$ cat config.mk
export PLATFORM = sky130hd
export DESIGN_NAME = value_table_search_update_delete_top
export DESIGN_NICKNAME = d
export VERILOG_FILES = /design/src/vtsud_pkg.sv /design/src/vtsud_datapath.sv /design/src/vtsud_ctrl.sv /design/src/value_table_search_update_delete_top.sv
export VERILOG_INCLUDE_DIRS = /design/src /design/src/src
export SDC_FILE = /design/constraint.sdc
export NUM_CORES = 2
export LEC_CHECK = 0
export BUFFER_PORTS_ARGS = -buffer_cell sky130_fd_sc_hd__buf_2
export CORE_ASPECT_RATIO = 0.7
export CORE_MARGIN = 8
export CORE_UTILIZATION = 40
export CTS_CLUSTER_DIAMETER = 200
export DETAILED_ROUTE_END_ITERATION = 7
export PLACE_DENSITY = 0.6
export RECOVER_POWER = 100
export SETUP_SLACK_MARGIN = 0.3
export SLEW_MARGIN = 20
export SYNTH_ARGS = -nofsm -noshare
export SYNTH_HDL_FRONTEND = slang
export SYNTH_SLANG_ARGS = --single-unit
$ cat constraint.sdc
create_clock -name clk_i -period 6.55 [get_ports clk_i]
set_input_delay 0.655 -clock clk_i [delete_from_list [all_inputs] [get_ports clk_i]]
set_output_delay 0.655 -clock clk_i [all_outputs]
set_load 0.01 [all_outputs]
$ cat src/value_table_search_update_delete_top_assert.svh
// Assertion macros shared by the value table modules.
// Each expects clk_i and rst_ni in scope.
`ifndef VALUE_TABLE_SEARCH_UPDATE_DELETE_TOP_ASSERT_SVH
`define VALUE_TABLE_SEARCH_UPDATE_DELETE_TOP_ASSERT_SVH

// Condition holds at every edge outside reset
`define VTSUD_ASSERT(lbl, cond, msg) \
  lbl: assert property (@(posedge clk_i) disable iff (!rst_ni) (cond)) else $error(msg);

// Antecedent implies consequent in the same cycle
`define VTSUD_ASSERT_IMP(lbl, ante, cons, msg) \
  lbl: assert property (@(posedge clk_i) disable iff (!rst_ni) (ante) |-> (cons)) \
    else $error(msg);

// Antecedent implies consequent in the next cycle
`define VTSUD_ASSERT_NXT(lbl, ante, cons, msg) \
  lbl: assert property (@(posedge clk_i) disable iff (!rst_ni) (ante) |=> (cons)) \
    else $error(msg);

`endif

$ cat src/vtsud_pkg.sv
package vtsud_pkg;

  // Width of the position and count fields on the result word
  localparam int unsigned OUT_W = 7;

  typedef enum logic [1:0] {
    MODE_APPEND = 2'd0,
    MODE_SEARCH = 2'd1,
    MODE_UPDATE = 2'd2,
    MODE_DELETE = 2'd3
  } mode_e;

  typedef enum logic [1:0] {
    ST_OK   = 2'd0,
    ST_MISS = 2'd1,
    ST_FULL = 2'd2
  } status_e;

  // Controller to datapath
  typedef struct packed {
    logic    capture;      // latch key and new value
    logic    scan_start;   // restart the walk at entry 0
    logic    walk;         // step the read pointer through the table
    logic    append_wr;    // write new value at the end, bump count
    logic    upd_wr;       // overwrite the matched entry
    logic    shift_start;  // restart the walk just past the match
    logic    shift_wr;     // write each read entry one slot lower
    logic    dec_cnt;      // drop one entry from the count
    logic    set_pos_hit;  // position = match index + 1
    logic    clr_pos;      // position = 0
    logic    load_out;     // load the result word
    status_e status;       // status code for the result word
  } vtsud_cmd_t;

  // Datapath to controller
  typedef struct packed {
    logic hit;        // registered read equals key
    logic exhausted;  // walk reached the count with nothing in flight
    logic full;       // count equals depth
  } vtsud_stat_t;

endpackage

$ cat src/vtsud_datapath.sv
`include "value_table_search_update_delete_top_assert.svh"

module vtsud_datapath import vtsud_pkg::*; #(
  parameter int unsigned DEPTH = 64
) (
  input  logic                     clk_i,
  input  logic                     rst_ni,
  input  vtsud_cmd_t               cmd_i,
  output vtsud_stat_t              stat_o,
  input  logic signed [31:0]       key_i,
  input  logic signed [31:0]       new_value_i,
  output logic        [1:0]        status_o,
  output logic        [OUT_W-1:0]  position_o,
  output logic        [OUT_W-1:0]  entry_count_o
);

  localparam int unsigned AW = (DEPTH > 1) ? $clog2(DEPTH) : 1;
  localparam int unsigned CW = $clog2(DEPTH + 1);
  localparam logic [CW-1:0] DEPTH_C = CW'(DEPTH);

  logic [31:0]   mem [DEPTH];

  logic [CW-1:0] cnt_q, cnt_d;
  logic [CW-1:0] idx_q, idx_d;
  logic          rv_q, rv_d;
  logic [AW-1:0] cmp_idx_q;
  logic [31:0]   rd_q;
  logic [31:0]   key_q, nv_q;
  logic [CW-1:0] pos_q;
  logic [1:0]    out_status_q;
  logic [CW-1:0] out_pos_q, out_cnt_q;

  logic          issue;
  logic          we;
  logic [AW-1:0] wa;
  logic [31:0]   wd;

  logic [CW+OUT_W-1:0] pos_ext, cnt_ext;

  // Read pointer walk shared by search and shift
  assign issue = cmd_i.walk && (idx_q < cnt_q);

  always_comb begin
    idx_d = idx_q;
    rv_d  = rv_q;
    cnt_d = cnt_q;
    if (cmd_i.scan_start) begin
      idx_d = '0;
      rv_d  = 1'b0;
    end else if (cmd_i.shift_start) begin
      idx_d = CW'(cmp_idx_q) + CW'(1);
      rv_d  = 1'b0;
    end else if (cmd_i.walk) begin
      rv_d = issue;
      if (issue) begin
        idx_d = idx_q + CW'(1);
      end
    end
    if (cmd_i.append_wr) begin
      cnt_d = cnt_q + CW'(1);
    end else if (cmd_i.dec_cnt) begin
      cnt_d = cnt_q - CW'(1);
    end
  end

  always_ff @(posedge clk_i or negedge rst_ni) begin
    if (!rst_ni) begin
      cnt_q <= '0;
      idx_q <= '0;
      rv_q  <= 1'b0;
    end else begin
      cnt_q <= cnt_d;
      idx_q <= idx_d;
      rv_q  <= rv_d;
    end
  end

  // Single write port: append, update or shift, never two at once
  always_comb begin
    we = 1'b0;
    wa = cmp_idx_q;
    wd = nv_q;
    if (cmd_i.append_wr) begin
      we = 1'b1;
      wa = cnt_q[AW-1:0];
    end else if (cmd_i.upd_wr) begin
      we = 1'b1;
    end else if (cmd_i.shift_wr && rv_q) begin
      we = 1'b1;
      wa = cmp_idx_q - AW'(1);
      wd = rd_q;
    end
  end

  always_ff @(posedge clk_i) begin
    if (we) begin
      mem[wa] <= wd;
    end
  end

  // Registered read; cmp_idx_q tags the word in rd_q
  always_ff @(posedge clk_i) begin
    if (issue) begin
      rd_q      <= mem[idx_q[AW-1:0]];
      cmp_idx_q <= idx_q[AW-1:0];
    end
  end

  // Operands, position and result word
  always_ff @(posedge clk_i) begin
    if (cmd_i.capture) begin
      key_q <= key_i;
      nv_q  <= new_value_i;
    end
    if (cmd_i.append_wr) begin
      pos_q <= cnt_q + CW'(1);
    end else if (cmd_i.set_pos_hit) begin
      pos_q <= CW'(cmp_idx_q) + CW'(1);
    end else if (cmd_i.clr_pos) begin
      pos_q <= '0;
    end
    if (cmd_i.load_out) begin
      out_status_q <= cmd_i.status;
      out_pos_q    <= pos_q;
      out_cnt_q    <= cnt_q;
    end
  end

  assign stat_o.hit       = rv_q && (rd_q == key_q);
  assign stat_o.exhausted = !rv_q && !(idx_q < cnt_q);
  assign stat_o.full      = (cnt_q == DEPTH_C);

  assign pos_ext       = {{OUT_W{1'b0}}, out_pos_q};
  assign cnt_ext       = {{OUT_W{1'b0}}, out_cnt_q};
  assign status_o      = out_status_q;
  assign position_o    = pos_ext[OUT_W-1:0];
  assign entry_count_o = cnt_ext[OUT_W-1:0];

  `VTSUD_ASSERT(a_cnt_max, cnt_q <= DEPTH_C, "entry count above depth")
  `VTSUD_ASSERT_IMP(a_app_room, cmd_i.append_wr, cnt_q < DEPTH_C, "append into full table")
  `VTSUD_ASSERT_IMP(a_shift_in_range, cmd_i.shift_wr && rv_q, cmp_idx_q != '0 && CW'(cmp_idx_q) < cnt_q, "shift write outside valid entries")

endmodule

$ cat src/vtsud_ctrl.sv
`include "value_table_search_update_delete_top_assert.svh"

module vtsud_ctrl import vtsud_pkg::*; (
  input  logic        clk_i,
  input  logic        rst_ni,
  input  logic        in_valid_i,
  output logic        in_stall_o,
  input  logic [1:0]  mode_i,
  output logic        out_valid_o,
  input  logic        out_stall_i,
  output vtsud_cmd_t  cmd_o,
  input  vtsud_stat_t stat_i
);

  typedef enum logic [2:0] {
    S_IDLE,
    S_APPEND,
    S_SCAN,
    S_SHIFT,
    S_FIN
  } state_e;

  state_e  state_q, state_d;
  mode_e   mode_q, mode_d;
  status_e res_q, res_d;
  logic    out_valid_q, out_valid_d;

  always_comb begin
    cmd_o       = '0;
    state_d     = state_q;
    mode_d      = mode_q;
    res_d       = res_q;
    out_valid_d = out_valid_q;
    // result word leaves when taken
    if (out_valid_q && !out_stall_i) begin
      out_valid_d = 1'b0;
    end
    case (state_q)
      S_IDLE: begin
        if (in_valid_i) begin
          cmd_o.capture    = 1'b1;
          cmd_o.scan_start = 1'b1;
          mode_d           = mode_e'(mode_i);
          state_d          = (mode_e'(mode_i) == MODE_APPEND) ? S_APPEND : S_SCAN;
        end
      end
      S_APPEND: begin
        if (stat_i.full) begin
          res_d         = ST_FULL;
          cmd_o.clr_pos = 1'b1;
        end else begin
          res_d           = ST_OK;
          cmd_o.append_wr = 1'b1;
        end
        state_d = S_FIN;
      end
      S_SCAN: begin
        cmd_o.walk = 1'b1;
        if (stat_i.hit) begin
          cmd_o.set_pos_hit = 1'b1;
          res_d             = ST_OK;
          case (mode_q)
            MODE_UPDATE: begin
              cmd_o.upd_wr = 1'b1;
              state_d      = S_FIN;
            end
            MODE_DELETE: begin
              cmd_o.shift_start = 1'b1;
              state_d           = S_SHIFT;
            end
            default: begin
              state_d = S_FIN;
            end
          endcase
        end else if (stat_i.exhausted) begin
          res_d         = ST_MISS;
          cmd_o.clr_pos = 1'b1;
          state_d       = S_FIN;
        end
      end
      S_SHIFT: begin
        cmd_o.walk     = 1'b1;
        cmd_o.shift_wr = 1'b1;
        if (stat_i.exhausted) begin
          cmd_o.dec_cnt = 1'b1;
          state_d       = S_FIN;
        end
      end
      S_FIN: begin
        // wait for the output register to free up
        if (!out_valid_q || !out_stall_i) begin
          cmd_o.load_out = 1'b1;
          cmd_o.status   = res_q;
          out_valid_d    = 1'b1;
          state_d        = S_IDLE;
        end
      end
      default: begin
        state_d = S_IDLE;
      end
    endcase
  end

  always_ff @(posedge clk_i or negedge rst_ni) begin
    if (!rst_ni) begin
      state_q     <= S_IDLE;
      mode_q      <= MODE_APPEND;
      res_q       <= ST_OK;
      out_valid_q <= 1'b0;
    end else begin
      state_q     <= state_d;
      mode_q      <= mode_d;
      res_q       <= res_d;
      out_valid_q <= out_valid_d;
    end
  end

  assign in_stall_o  = (state_q != S_IDLE);
  assign out_valid_o = out_valid_q;

  `VTSUD_ASSERT_NXT(a_busy_after_accept, in_valid_i && !in_stall_o, in_stall_o, "accepted word did not start a command")
  `VTSUD_ASSERT_NXT(a_load_shows, cmd_o.load_out, out_valid_o, "loaded result not presented")
  `VTSUD_ASSERT(a_one_write, $onehot0({cmd_o.append_wr, cmd_o.upd_wr, cmd_o.shift_wr}), "more than one table write command")

endmodule

$ cat src/value_table_search_update_delete_top.sv
// Channel  Direction  Handshake               Fields
// in       input      in_valid_i/in_stall_o   mode_i, key_i, new_value_i
// out      output     out_valid_o/out_stall_i status_o, position_o, entry_count_o
//
// One command at a time. Search/update/delete walk the table one entry per cycle
// through the single registered read port; delete then moves the later entries
// down one slot. A result still stalled on the output holds the next command in
// its final state until that result is taken.
// Reset is asynchronous, active low; it empties the table (count to zero) at once.
// A stalled result holds; the next command is taken while it waits.
module value_table_search_update_delete_top import vtsud_pkg::*; #(
  parameter int unsigned DEPTH = 64
) (
  input  logic                    clk_i,
  input  logic                    rst_ni,
  input  logic                    in_valid_i,
  output logic                    in_stall_o,
  input  logic        [1:0]       mode_i,
  input  logic signed [31:0]      key_i,
  input  logic signed [31:0]      new_value_i,
  output logic                    out_valid_o,
  input  logic                    out_stall_i,
  output logic        [1:0]       status_o,
  output logic        [OUT_W-1:0] position_o,
  output logic        [OUT_W-1:0] entry_count_o
);

  vtsud_cmd_t  cmd;
  vtsud_stat_t stat;

  // Command sequencer
  vtsud_ctrl u_ctrl (
    .clk_i       (clk_i),
    .rst_ni      (rst_ni),
    .in_valid_i  (in_valid_i),
    .in_stall_o  (in_stall_o),
    .mode_i      (mode_i),
    .out_valid_o (out_valid_o),
    .out_stall_i (out_stall_i),
    .cmd_o       (cmd),
    .stat_i      (stat)
  );

  // Table memory, count and result word
  vtsud_datapath #(
    .DEPTH (DEPTH)
  ) u_datapath (
    .clk_i         (clk_i),
    .rst_ni        (rst_ni),
    .cmd_i         (cmd),
    .stat_o        (stat),
    .key_i         (key_i),
    .new_value_i   (new_value_i),
    .status_o      (status_o),
    .position_o    (position_o),
    .entry_count_o (entry_count_o)
  );

endmodule

==> results.yml <==
cts:
  cts_resized: 0
  cts_sinks: 2196
  worst_skew_pair.late_latency_ps: 850
  clk_pin_slew_ps: 70
  clockBufferDepth: 4
  cts-buffers-inserted: 203
  post_cts_buffers: 0
  cts_tree: "built"
  hold_buffers: 43
  htreeDepth: 4
  clockRootBuffer: "clkbuf_16"
detailed_routing:
  drcViolationCount: 0
  final_antenna_net_count: 0
  via_count: 39589
  routed_wirelength_um: 218000
  drt-initial-drc-count: 5720
  vias_per_cell: 5.83
  first_pass_iters: 6
  wl_per_cell_um: 32.0
hold_path:
  hold_class: "in2reg"
worst_setup_path:
  crit_chain: "inv_1 -> ha_1 -> or4b_1 -> o31ai_1 -> clkbuf_1 -> o22ai_1 -> a21oi_1 -> buf_4 -> nor3_2 -> clkbuf_2"
  cp_slowest_cell: "a21oi_1"
  crit_path_max_fanout: 32
  crit_family: "buffers and inverters"
  critical_path_class: "reg2reg"
  cp.arrival_ps: 5620
  end_kind: "register"
  cp_num_buf_inv: 4
  crit_required_ps: 6860
  worst_path_largest_cell_delay_ps: 860
  start_kind: "register"
place:
  hpwl_um: 126000
  portBuffers: 87
  gp_congestion: 0.859
  placedInstanceArea_sq_um: 89100
timing:
  hold_violations: 0
  holdWs_ps: 102
  fin_crit_sh_pct: 81.0
  min_period_ps: 5310
  tns_ps: 0
  worst_pin_slew_ps: 3100
  grt_setup_unrepaired: "no"
  fmax_mhz: 188
  fin_skew_ps: 53.6
  setup_viol: 0
  maxSlewHeadroom_pct: -107
  maxSlewViolCount: 1948
yosys:
  yosysMostFrequentCell: "edfxtp_1"
  synth_top_area_share_pct: 77.3
  yosysSeqAreaShare_pct: 78.0
  syn-cell-area_sq_um: 84400
  synthCells: 3588
  synth-edff-count: 2173
  syn_nets: 3669
  syn_area_per_cell_sq_um: 23.5
  synth_area_leader_cell: "edfxtp_1"
  ys_async_sr_fraction_pct: 1.05
  ys_types: 61
  yosys-top-cells-area: "edfxtp_1, mux4_2, nand2_1, dfrtp_1, a22oi_1"
  synth_seq_cells: 2196
  synth_common_cells: "edfxtp_1, mux4_2, nand2_1"
  ys_warn_count: 0
  ys.flop_type: "edfxtp_1"
power_and_ir_drop:
  comb_power_share_pct: 24.8
  cellPowerDensity_nw_per_um2: 406
  peakVddDrop_mv: 0.271
  p_clk_share_pct: 29.5
  seqPwrFrac_pct: 45.7
  sw_frac_of_total_pct: 30.1
  cellInternalPower_mw: 27.0
  p_leak_nw: 28.7
  totalPowerFinal_mw: 38.6
  power_switching_mw: 11.6
global_route:
  gr-usage-all-layers_pct: 18.8
  grt_pass1_vias: 38676
  overflow: 0
  grt_max_degree: 114
  antenna_found_initial: 16
  grt_pass1_wl_um: 305000
layout:
  area_delta_synth_final_pct: 12.7
  drive_gt1_share_pct: 27.3
  fin_area_sq_um: 95100
  nFillCells: 17427
  nNetsFinal: 3928
die:
  placementRows: 141
  die_y_um: 400
  die-area_sq_um: 226000
  fp.dieW_um: 565
  ios: 88
  core_sq_um: 210000
  start_util_pct: 40.1
run_status:
  outcome: "finished with violations"
  violations: "max-capacitance violations, max-slew violations"
run:
  cap_violations: 35
[cells by family (layout without fill, tap and decap cells)]
logic type               after synthesis  after routing  share of synthesized area (%)
AO/OA/AOI/OAI                        131            131                           1.16
XOR/XNOR                              46             46                          0.477
multiplexers                         642            642                           17.1
other                                  0              1                              0
adder cells (fa/ha/maj)               11             11                          0.163
AND/OR/NAND/NOR                      355            355                           2.00
buffers and inverters                207            624                           1.08
flip-flops                          2196           2196                           78.0
[flip-flops by register name, summed over array words and instances, names as in the netlist]
name                      count
u_datapath.mem             2048
u_datapath.pos_q              7
u_ctrl.out_valid_o            1
u_datapath.position_o         7
u_datapath.idx_q              7
u_datapath.entry_count_o      7
u_datapath.key_q             32
u_ctrl.state_q                3
u_ctrl.mode_q                 2
u_datapath.cnt_q              7
u_datapath.nv_q              32
u_ctrl.res_q                  2
u_datapath.rv_q               1
u_datapath.rd_q              32
u_datapath.status_o           2
u_datapath.cmp_idx_q          6
[layout by cell type (no fill, tap or decap), types with 28 or more instances in the layout]
cell type      synthesis  layout
clkbuf_1              95     109
nand2_1              166     161
dlygate4sd3_1          0      43
buf_4                  6      61
clkbuf_16              0     207
buf_2                 59      40
edfxtp_1            2173    2173
clkinv_2               0      28
clkinv_1               0      45
clkbuf_2               0      31
xnor2_1               41      41
a22oi_1               64      64
mux4_2               640     640
nor3_1                78      61
[worst register-to-register path, cell delays in order (launching register included)]
cell and delay [ps]:
dfrtp_1 490, inv_1 180, ha_1 240, or4b_1 480, o31ai_1 220, clkbuf_1 720
o22ai_1 240, a21oi_1 860, buf_4 550, nor3_2 80, clkbuf_2 710
[power by group through the flow]
| stage | sequential, mW | clock (mW) | combinational (mW) |
|---|---|---|---|
| final | 17.6 | 11.4 | 9.58 |
| after global routing | 17.7 | 12.1 | 10.1 |
| after CTS | 17.5 | 11.6 | 9.71 |
| after detailed placement | 17.8 | 0 | 9.67 |
| after global placement | 17.7 | 0 | 9.58 |
| after floorplan | 17.3 | 0 | 5.77 |
[worst paths after layout]
check | start | end | slack [ps] | depth (start not counted)
max in group asynchronous | rst_ni | u_datapath.cnt_q[2]$_DFFE_PN0P_ | 4790 | 2
worst min register to register | u_datapath.pos_q[4]$_DFFE_PP_ | u_datapath.position_o[4]$_DFFE_PP_ | 430 | 0
min in group asynchronous | rst_ni | u_datapath.idx_q[2]$_DFFE_PN0P_ | 810 | 2
worst max-delay path | u_datapath.cnt_q[0]$_DFFE_PN0P_ | u_datapath.mem[42][14]$_DFFE_PP_ | 1240 | 10
worst max register to register | u_datapath.cnt_q[0]$_DFFE_PN0P_ | u_datapath.mem[42][14]$_DFFE_PP_ | 1240 | 10
worst min-delay path | out_stall_i | u_ctrl.out_valid_o$_DFF_PN0_ | 100 | 3
[final cells by class]
cell class,count,area [sq um],share of cell area (%)
clock inverter,104,856,0.900
clock buffer,259,5380,5.65
inverter,15,58.8,0.0618
multi-input combinational,1185,17800,18.7
sequential,2196,65800,69.2
antenna,1,2.50,0.00263
timing repair buffer,246,1720,1.81
tap,2788,3490,3.67
[layer usage]
layer	GRT usage [%]	share of wire [%]	vias up
met5	0	0.0055	-
met4	4.10	2.1	2
met3	5.09	11	240
met2	25.7	42	1888
met1	30.0	45	21578
li1	-	-	15881
[metrics by stage]
stage / setup WS, ps / util [%] / cells
final: 1240 / 45.2 / 6794
after global placement: 2180 / 42.4 / 6387
after global routing: 1040 / 45.2 / 6793
after CTS: 2350 / 45.5 / 6793
after floorplan: 1650 / - / 3588
after detailed placement: 2360 / 42.4 / 6387
Note: power is estimated with default switching activity, not from simulation.
